`config.mk`:
```
export PLATFORM = sky130hd
export DESIGN_NAME = midi_channel_message_parser_flat
export DESIGN_NICKNAME = d
export VERILOG_FILES = /design/src/mcp_pkg.sv /design/src/mcp_stream_if.sv /design/src/mcp_in_reg.sv /design/src/mcp_core.sv /design/src/midi_channel_message_parser.sv /design/src/flat_wrapper.sv
export SDC_FILE = /design/constraint.sdc
export NUM_CORES = 1
export LEC_CHECK = 0
export BUFFER_PORTS_ARGS = -buffer_cell sky130_fd_sc_hd__buf_2
export CAP_MARGIN = 5
export CORE_ASPECT_RATIO = 0.8
export CORE_UTILIZATION = 35
export DETAILED_ROUTE_END_ITERATION = 10
export PLACE_DENSITY_LB_ADDON = 0.3
export SLEW_MARGIN = 20
export SYNTH_ARGS = -nofsm -noshare
export SYNTH_HDL_FRONTEND = slang
export SYNTH_SLANG_ARGS = --single-unit
```
`constraint.sdc`:
```
create_clock -name clk_i -period 1.7 [get_ports clk_i]
set_clock_uncertainty 0.1 [all_clocks]
set_input_delay 0.425 -clock clk_i [delete_from_list [all_inputs] [get_ports clk_i]]
set_output_delay 0.425 -clock clk_i [all_outputs]
set_load 0.02 [all_outputs]
```
`src/mcp_pkg.sv`:
```
// ----------------------------------------------------------------------------
// mcp_pkg
// Types and constants shared by the MIDI channel message parser.
// ----------------------------------------------------------------------------
package mcp_pkg;

  typedef enum logic [2:0] {
    KIND_NOTE_OFF   = 3'd0,
    KIND_NOTE_ON    = 3'd1,
    KIND_CTRL_CHG   = 3'd2,
    KIND_PROG_CHG   = 3'd3,
    KIND_CHAN_PRESS = 3'd4,
    KIND_PITCH_BEND = 3'd5
  } msg_kind_e;

  localparam logic [3:0] STAT_NOTE_OFF   = 4'h8;
  localparam logic [3:0] STAT_NOTE_ON    = 4'h9;
  localparam logic [3:0] STAT_CTRL_CHG   = 4'hB;
  localparam logic [3:0] STAT_PROG_CHG   = 4'hC;
  localparam logic [3:0] STAT_CHAN_PRESS = 4'hD;
  localparam logic [3:0] STAT_PITCH_BEND = 4'hE;

  localparam int unsigned BendShift = 7;

  typedef struct packed {
    logic [7:0] midi_byte;
  } midi_byte_t;

  typedef struct packed {
    msg_kind_e   msg_kind;
    logic [3:0]  channel;
    logic [7:0]  first_data;
    logic [7:0]  second_data;
    logic [14:0] bend_value;
  } midi_msg_t;

  typedef struct packed {
    logic       valid;
    logic [7:0] midi_byte;
  } in_stage_t;

endpackage

```
`src/mcp_stream_if.sv`:
```
// ----------------------------------------------------------------------------
// mcp_stream_if
// Valid/ready stream channel carrying one payload per transfer.
// ----------------------------------------------------------------------------
interface mcp_stream_if #(
  parameter type T = logic
);
  logic valid;
  logic ready;
  T     data;

  modport source (output valid, output data, input ready);
  modport sink   (input valid, input data, output ready);
endinterface

```
`src/mcp_in_reg.sv`:
```
// ----------------------------------------------------------------------------
// mcp_in_reg
// Input register stage holding one received byte until the decoder takes it.
// ----------------------------------------------------------------------------
module mcp_in_reg (
  input  logic              clk_i,
  input  logic              rst_ni,
  input  logic              valid_i,
  output logic              ready_o,
  input  logic [7:0]        byte_i,
  input  logic              adv_i,
  output mcp_pkg::in_stage_t stage_o
);

  logic       valid_q, valid_d;
  logic [7:0] byte_q, byte_d;
  logic       take;

  assign ready_o = !valid_q || adv_i;
  assign take    = valid_i && ready_o;

  always_comb begin
    valid_d = valid_q;
    byte_d  = byte_q;
    if (take) begin
      valid_d = 1'b1;
      byte_d  = byte_i;
    end else if (adv_i) begin
      valid_d = 1'b0;
    end
  end

  always_ff @(posedge clk_i or negedge rst_ni) begin
    if (!rst_ni) begin
      valid_q <= 1'b0;
    end else begin
      valid_q <= valid_d;
    end
  end

  always_ff @(posedge clk_i) begin
    byte_q <= byte_d;
  end

  assign stage_o.valid     = valid_q;
  assign stage_o.midi_byte = byte_q;

endmodule

```
`src/mcp_core.sv`:
```
// ----------------------------------------------------------------------------
// mcp_core
// Message assembly state, decode and the result register.
// ----------------------------------------------------------------------------
module mcp_core (
  input  logic               clk_i,
  input  logic               rst_ni,
  input  mcp_pkg::in_stage_t stage_i,
  output logic               adv_o,
  output logic               out_valid_o,
  input  logic               out_ready_i,
  output mcp_pkg::midi_msg_t out_data_o
);

  logic               building_q, building_d;
  logic [1:0]         held_q, held_d;
  logic [7:0]         status_q, status_d;
  logic [7:0]         first_q, first_d;
  logic               out_valid_q, out_valid_d;
  mcp_pkg::midi_msg_t out_q, out_d;

  logic               fire;
  logic               bld;
  logic [1:0]         cnt;
  logic [1:0]         count;
  logic [7:0]         b;
  logic [7:0]         second;
  logic               supported;
  logic [1:0]         need;
  logic               emit;
  mcp_pkg::msg_kind_e kind;
  mcp_pkg::midi_msg_t msg;
  logic [14:0]        bend;

  assign adv_o = !out_valid_q || out_ready_i;
  assign fire  = stage_i.valid && adv_o;
  assign b     = stage_i.midi_byte;

  always_comb begin
    bld      = building_q || b[7];
    cnt      = building_q ? held_q : 2'd0;
    count    = cnt + 2'd1;
    status_d = status_q;
    first_d  = first_q;
    second   = '0;
    if (fire && bld) begin
      unique case (cnt)
        2'd0:    status_d = b;
        2'd1:    first_d  = b;
        default: second   = b;
      endcase
    end
  end

  always_comb begin
    kind      = mcp_pkg::KIND_NOTE_OFF;
    need      = 2'd3;
    supported = 1'b1;
    unique case (status_d[7:4])
      mcp_pkg::STAT_NOTE_OFF:   kind = mcp_pkg::KIND_NOTE_OFF;
      mcp_pkg::STAT_NOTE_ON:    kind = mcp_pkg::KIND_NOTE_ON;
      mcp_pkg::STAT_CTRL_CHG:   kind = mcp_pkg::KIND_CTRL_CHG;
      mcp_pkg::STAT_PROG_CHG: begin
        kind = mcp_pkg::KIND_PROG_CHG;
        need = 2'd2;
      end
      mcp_pkg::STAT_CHAN_PRESS: begin
        kind = mcp_pkg::KIND_CHAN_PRESS;
        need = 2'd2;
      end
      mcp_pkg::STAT_PITCH_BEND: kind = mcp_pkg::KIND_PITCH_BEND;
      default:                  supported = 1'b0;
    endcase
  end

  // bend value from the two data bytes
  assign bend = {7'd0, first_d} | ({7'd0, second} << mcp_pkg::BendShift);

  always_comb begin
    emit       = 1'b0;
    building_d = building_q;
    held_d     = held_q;
    if (fire && bld) begin
      if (!supported) begin
        building_d = 1'b0;
        held_d     = 2'd0;
      end else if (count < need) begin
        building_d = 1'b1;
        held_d     = count;
      end else begin
        emit       = 1'b1;
        building_d = 1'b0;
        held_d     = 2'd0;
      end
    end
  end

  always_comb begin
    msg.msg_kind = kind;
    msg.channel  = status_d[3:0];
    if (kind == mcp_pkg::KIND_PITCH_BEND) begin
      msg.first_data  = '0;
      msg.second_data = '0;
      msg.bend_value  = bend;
    end else begin
      msg.first_data  = first_d;
      msg.second_data = (need == 2'd3) ? second : 8'd0;
      msg.bend_value  = '0;
    end
  end

  always_comb begin
    out_valid_d = out_valid_q;
    out_d       = out_q;
    if (adv_o) begin
      out_valid_d = emit;
      out_d       = msg;
    end
  end

  always_ff @(posedge clk_i or negedge rst_ni) begin
    if (!rst_ni) begin
      building_q  <= 1'b0;
      held_q      <= 2'd0;
      status_q    <= 8'd0;
      first_q     <= 8'd0;
      out_valid_q <= 1'b0;
    end else begin
      building_q  <= building_d;
      held_q      <= held_d;
      status_q    <= status_d;
      first_q     <= first_d;
      out_valid_q <= out_valid_d;
    end
  end

  always_ff @(posedge clk_i) begin
    out_q <= out_d;
  end

  assign out_valid_o = out_valid_q;
  assign out_data_o  = out_q;

endmodule

```
`src/midi_channel_message_parser.sv`:
```
// ----------------------------------------------------------------------------
// midi_channel_message_parser
// Assembles received MIDI bytes into decoded channel messages.
// ----------------------------------------------------------------------------
// path: a result is registered after its last byte leaves the input register
// throughput: one byte per cycle while the output is not stalled, set by the
//   single decode step between the input register and the result register
// reset: asynchronous, clears the message state and both valid flags
module midi_channel_message_parser (
  input  logic         clk_i,
  input  logic         rst_ni,
  mcp_stream_if.sink   byte_in,
  mcp_stream_if.source msg_out
);

  mcp_pkg::in_stage_t stage;
  mcp_pkg::midi_byte_t in_data;
  mcp_pkg::midi_msg_t  out_data;
  logic               adv;

  assign in_data = byte_in.data;

  mcp_in_reg u_in_reg (
    .clk_i   (clk_i),
    .rst_ni  (rst_ni),
    .valid_i (byte_in.valid),
    .ready_o (byte_in.ready),
    .byte_i  (in_data.midi_byte),
    .adv_i   (adv),
    .stage_o (stage)
  );

  mcp_core u_core (
    .clk_i       (clk_i),
    .rst_ni      (rst_ni),
    .stage_i     (stage),
    .adv_o       (adv),
    .out_valid_o (msg_out.valid),
    .out_ready_i (msg_out.ready),
    .out_data_o  (out_data)
  );

  assign msg_out.data = out_data;

  a_bend_only: assert property (@(posedge clk_i) disable iff (!rst_ni)
    msg_out.valid && out_data.msg_kind == mcp_pkg::KIND_PITCH_BEND
    |-> out_data.first_data == 8'd0 && out_data.second_data == 8'd0)
    else $error("pitch bend carries data bytes");

  a_no_bend: assert property (@(posedge clk_i) disable iff (!rst_ni)
    msg_out.valid && out_data.msg_kind != mcp_pkg::KIND_PITCH_BEND
    |-> out_data.bend_value == 15'd0)
    else $error("bend value on non bend message");

  a_two_byte: assert property (@(posedge clk_i) disable iff (!rst_ni)
    msg_out.valid && (out_data.msg_kind == mcp_pkg::KIND_PROG_CHG ||
                      out_data.msg_kind == mcp_pkg::KIND_CHAN_PRESS)
    |-> out_data.second_data == 8'd0)
    else $error("second byte on two byte message");

  a_ready_when_empty: assert property (@(posedge clk_i) disable iff (!rst_ni)
    !msg_out.valid |-> byte_in.ready)
    else $error("input stalled with empty output");

endmodule
```
`src/flat_wrapper.sv`:
```
// flat-port wrapper written by rule: the top's interface ports become plain ports
module midi_channel_message_parser_flat 
  (clk_i, rst_ni, byte_in_valid, byte_in_data, byte_in_ready, msg_out_valid, msg_out_data, msg_out_ready);
  mcp_stream_if byte_in_i ();
  mcp_stream_if msg_out_i ();
  input  logic clk_i;
  input  logic rst_ni;
  input wire logic [$bits(byte_in_i.valid)-1:0] byte_in_valid;
  input wire logic [$bits(byte_in_i.data)-1:0] byte_in_data;
  output wire logic [$bits(byte_in_i.ready)-1:0] byte_in_ready;
  output wire logic [$bits(msg_out_i.valid)-1:0] msg_out_valid;
  output wire logic [$bits(msg_out_i.data)-1:0] msg_out_data;
  input wire logic [$bits(msg_out_i.ready)-1:0] msg_out_ready;
  assign byte_in_i.valid = byte_in_valid;
  assign byte_in_i.data = byte_in_data;
  assign byte_in_ready = byte_in_i.ready;
  assign msg_out_valid = msg_out_i.valid;
  assign msg_out_data = msg_out_i.data;
  assign msg_out_i.ready = msg_out_ready;
  midi_channel_message_parser u_core (.clk_i(clk_i), .rst_ni(rst_ni), .byte_in(byte_in_i), .msg_out(msg_out_i));
endmodule
```
### Word-level counts from Yosys, hierarchy flattened

Cells that the tools add are included.
W data, S select, Z words.

| storage, ports and cells | value |
|---|---|
| register bits | 20 |
| output and inout bits | 3 |
| logic and storage cells | 49 |

| cells by class | value |
|---|---|
| add/subtract/negate cells | 1 |
| order comparisons | 1 |
| eq/ne operators | 8 |
| multiplexer cells | 17 |
| bitwise operators | 1 |
| reduce and logical (&&, ||, !) cells | 12 |

Operator list:

| kind | number |
|---|---|
| $mux W8 | 4 |
| $eq A4 B4 Y1 const B | 6 |
| $pmux W3 S5 | 1 |
| $mux W1 | 9 |
| $mux W2 | 3 |
| $reduce_or A6 Y1 | 1 |
| $eq A3 B3 Y1 const B | 1 |
| $logic_and A1 B1 Y1 | 3 |
| $add A2 B1 Y2 const B | 1 |
| $eq A2 B1 Y1 const B | 1 |
| $logic_not A1 Y1 | 2 |
| $logic_not A2 Y1 | 1 |
| $logic_or A1 B1 Y1 | 2 |
| $lt A2 B2 Y1 | 1 |
| $reduce_and A2 Y1 | 1 |
| $reduce_bool A2 Y1 | 1 |
| $reduce_or A2 Y1 | 1 |
| $or A1 B1 Y1 const B | 1 |

### Logic depth before layout (Yosys ltp)

| logic depth | value |
|---|---|
| word-level depth | 12 |
| depth in mapped cells | 6 |
| depth with buffers taken out | 6 |

### Hierarchy

A second synthesis with hierarchy kept.

| unflattened totals | value |
|---|---|
| cell total of the unflattened synthesis | 199 |
| area, all modules | 2,785.2 um^2 |

Modules (own cells, without submodules):

| module | instances | cells an instance | area an instance (um^2) |
|---|---|---|---|
| mcp_core | 1 | 185 | 2,479.9 |
| mcp_in_reg | 1 | 13 | 301.5 |
| midi_channel_message_parser | 1 | 1 | 3.8 |

### Least setup slack after synthesis

OpenSTA, ideal clock, no wires.

| timing path | value |
|---|---|
| path type | reg2reg |
| from | reg u_core.u_core.building_q |
| to | reg u_core.u_core.out_q (netlist bit u_core.u_core.out_data_o[0]) (data pin) |
| arrival | 1.378 ns |
| data required time | 1.344 ns |
| path slack | -0.034 ns |
| cell stages (with the launch flop) | 7 |
| path buffers | 0 |
| path through | dfrtp_1 > nand2_1 > inv_1 > ha_1 > nand4_1 > mux2_4 > and3_2 |

| between the ends | value |
|---|---|
| elaborated cells on any way between the ends | 16 |
| classes of those cells | eq/ne: 7; mux: 6; bitwise: 1; reduce/logical: 2 |

RTL lines:

| what | RTL line | RTL |
|---|---|---|
| from (decl) | mcp_core.sv:15 | `logic building_q, building_d;` |
| from (signal assigned) | mcp_core.sv:129 | `building_q <= building_d;` |
| $mux W2 | mcp_core.sv:41 | `cnt = building_q ? held_q : 2'd0;` |
| $eq A2 B1 Y1 | mcp_core.sv:47 | `unique case (cnt)` |
| $mux W8 | mcp_core.sv:47 |  |
| $mux W8 * | mcp_core.sv:46 | `if (fire && bld) begin` |
| $or A1 B1 Y1 * | mcp_core.sv:77 | `assign bend = {7'd0, first_d} \| ({7'd0, second} << mcp_pkg::BendShift);` |
| via u_core.u_core.bend[0] | mcp_core.sv:33 | `logic [14:0] bend;` |
| to (signal assigned) | mcp_core.sv:138 | `out_q <= out_d;` |
| to (decl) | mcp_core.sv:20 | `mcp_pkg::midi_msg_t out_q, out_d;` |

Mark *: on every way through the listed nets, which the timed path passes. The rest lies on a longest branch.
A chain may end at the register's enable or synchronous reset.

### Final worst setup path

Ends and elaborated chain as after synthesis.

==> impl_metrics.yaml <==
run_status:
  status: "completed"
setup_path:
  crit_path_start_kind: "flip-flop"
  slowest_delay_ns: 0.42
  critPathTopFamily: "flip-flops"
  slowest_stage: "dfrtp_2"
  crit_arrival_ns: 1.59
  end_kind: "flip-flop"
  worstPathRequired_ns: 1.63
  crit_buf_inv: 1
  crit_fanout: 3
  critical_path_class: "flip-flop to flip-flop"
  crit_chain: "nand2_2, inv_1, ha_2, nand4_1, mux2_4, and3_2"
logic_synthesis:
  synthAdderAreaFrac_pct: 4.31
  synth_compound_area_share_pct: 13.1
  synth-simple-area-share_pct: 21.8
  synth_nets: 53
  synthXorXnorAreaFrac_pct: 1.51
  synth_cell_types: 24
  ys_seq_elements: 12
  synth_top_family_by_area: "simple AND/OR/NAND/NOR gates"
  yosysSeqAreaShare_pct: 53.4
  ys_warn_count: 0
  synth_area_per_cell_sq_um: 12.6
  syn_area_sq_um: 581
  synthMuxAreaShare_pct: 2.59
  netlist_instances: 46
finish:
  area_delta_synth_final_pct: 22.4
  stdcell_count: 82
  fin_area_sq_um: 711
  final_common_cell: "dfrtp_1"
  drive_gt1_share_pct: 41.0
  nets: 69
  final_cell_mix: "dfrtp_1, buf_2, and2_1"
  antennaDiodeCount: 0
global_route:
  antenna_found_initial: 0
  overflow: 0
  grt_max_degree: 11
  grt_pass1_wl_mm: 1.75
  grt_pass1_vias: 379
  grt_util_all_layers_pct: 15.0
sta:
  period_minus_slack_ns: 1.66
  clock.fmax_mhz: 603
  fin_crit_sh_pct: 97.6
  finalHoldViolCount: 0
  hold_slack_ns: 0.228
  fin_tns_setup_ns: 0
  setup_viol: 0
  slew_headroom_pct: 84.0
  tightest_slew_ns: 0.240
  slew_violations: 0
  grt_setup_unrepaired: "true"
power:
  cell_internal_pwr_uw: 387
  finalPower_uw: 490
  p_comb_share_pct: 3.1
  total_leakage_power_uw: 0.000326
  power.share.clock_pct: 36.2
  p_seq_share_pct: 60.7
  netSwitchingFraction_pct: 21.0
  p_sw_uw: 103
  power_density_nw_per_um2: 690
  peakVddDrop_uv: 509
die:
  start_util_pct: 39.5
  pin_count: 8
  die_w_um: 47.5
  core_sq_um: 1470
  die_y_um: 38.4
  fp-row-count: 12
  dieArea_sq_um: 1830
route:
  drt-total-wl_um: 988
  viasPerCell: 4.50
  drtIter0Drc: 2
  antenna_left: 0
  avgRoutedWirePerCell_um: 12.0
  via_count: 369
  drc: 0
  first_pass_iters: 2
clocking:
  cts_sinks: 12
  clk_pin_slew_worst_paths_ns: 0.07
  cts_buffers: 3
  htreeDepth: 1
  clockBufferDepth: 2
  cts_tree: "done"
  worstSkewPairLatency_ns: 0.27
  cts_root_buffer: "clkbuf_4"
placement:
  hpwl_um: 769
  post-place-cells: 76
  io_buffers: 7
  gp_congestion: 0.803
  place_area_sq_um: 657
min_path:
  worstHoldPathType: "primary input to flip-flop"
job:
  cap_violations: 0
## cells in the mapped netlist
cell type	count	area [sq um]
a21o_2	1	8.76
a31o_1	1	8.76
a31oi_1	1	6.26
a41oi_4	1	27.5
and2_1	5	31.3
and3_2	1	7.51
and3b_1	1	8.76
buf_6	1	11.3
dfrtp_1	10	250
edfxtp_1	2	60.1
ha_1	2	25.0
inv_1	2	7.51
mux2_4	1	15.0
nand2_1	5	18.8
nand2b_1	1	6.26
nand2b_4	1	13.8
nand3_1	1	5.00
nand3b_1	1	7.51
nand3b_2	1	11.3
nand4_1	2	12.5
nor2_1	1	3.75
o311a_1	1	10.0
o31ai_1	2	15.0
xnor2_1	1	8.76
## power groups by stage
stage | Sequential [uW] | Clock, uW | Combinational, uW
final | 298 | 177 | 15.0
after floorplan | 303 | 0 | 3.95
after global placement | 304 | 0 | 13.5
after global routing | 299 | 201 | 17.6
after CTS | 298 | 187 | 15.7
after detailed placement | 304 | 0 | 13.8
## registers in the layout (all words and copies together) (netlist names)
| name | count |
|---|---|
| u_core.u_in_reg.byte_q | 1 |
| u_core.u_core.out_valid_o | 1 |
| u_core.u_core.status_q | 4 |
| u_core.u_in_reg.valid_q | 1 |
| u_core.u_core.held_q | 2 |
| u_core.u_core.first_q | 1 |
| u_core.u_core.out_data_o | 1 |
| u_core.u_core.building_q | 1 |
## final timing paths
| check | start | end | slack [ns] | cells after the start |
|---|---|---|---|---|
| hold reg to reg | u_core.u_core.held_q[1] | u_core.u_core.held_q[1] | 0.40 | 2 |
| setup / recovery | u_core.u_core.building_q | u_core.u_core.out_data_o[0] | 0.04 | 6 |
| hold / removal | byte_in_data | u_core.u_in_reg.byte_q[0] | 0.23 | 1 |
| max in group asynchronous | rst_ni | u_core.u_core.building_q | 0.85 | 2 |
| min in group asynchronous | rst_ni | u_core.u_core.first_q[0] | 0.44 | 2 |
| setup reg to reg | u_core.u_core.building_q | u_core.u_core.out_data_o[0] | 0.04 | 6 |
## logic make-up (layout without fill, tap and decap cells)
logic type | Yosys count | count (layout)
AOI/OAI and AO/OA | 7 | 7
buffers and inverters | 3 | 18
xor gates and xnor gates | 1 | 1
DFF | 12 | 12
and+or+nand+nor | 20 | 20
adders and majority gates | 2 | 2
muxes | 1 | 1
## worst reg2reg max path, delay by kind of cell, from the launching register on
kind,cells,cell delay [ns]
adder cells (fa/ha/maj),1,0.18
buffers and inverters,1,0.05
flip-flops,1,0.42
multiplexers,1,0.31
AND/OR/NAND/NOR,3,0.37
## through the flow
| step | util, % | setup slack (ns) |
|---|---|---|
| floorplan | - | 0.0114 |
| global placement | 44.6 | 0.0354 |
| detailed placement | 44.6 | 0.00869 |
| CTS | 47.1 | 0.00692 |
| global route | 48.3 | -0.00588 |
| finish | 48.3 | 0.0407 |
## per-layer routing
| layer | global-route usage (%) | vias to the layer above | wire length, um |
|---|---|---|---|
| li1 | - | 197 | - |
| met1 | 22.5 | 163 | 520 |
| met2 | 17.5 | 7 | 409 |
| met3 | 8.49 | 2 | 54 |
| met4 | 4.17 | 0 | 4 |
| met5 | 0 | - | 0 |
## repair_timing
action / in CTS / in global routing
endpoints found under the hold margin: 10 / 0
buffers inserted: 0 / 1
endpoints found under the setup margin: 0 / 3
hold buffers: 1 / 0
gates resized for setup: 0 / 3
## layout make-up
| class | instances | area (sq um) |
|---|---|---|
| fill | 144 | 761 |
| sequential | 12 | 312 |
| multi-input combinational | 31 | 264 |
| timing repair buffer | 12 | 75.1 |
| tap | 21 | 26.3 |
| clock buffer | 3 | 22.5 |
| inverter | 2 | 7.51 |
| clock inverter | 1 | 3.75 |
Note: power is estimated with default switching activity, not from simulation.
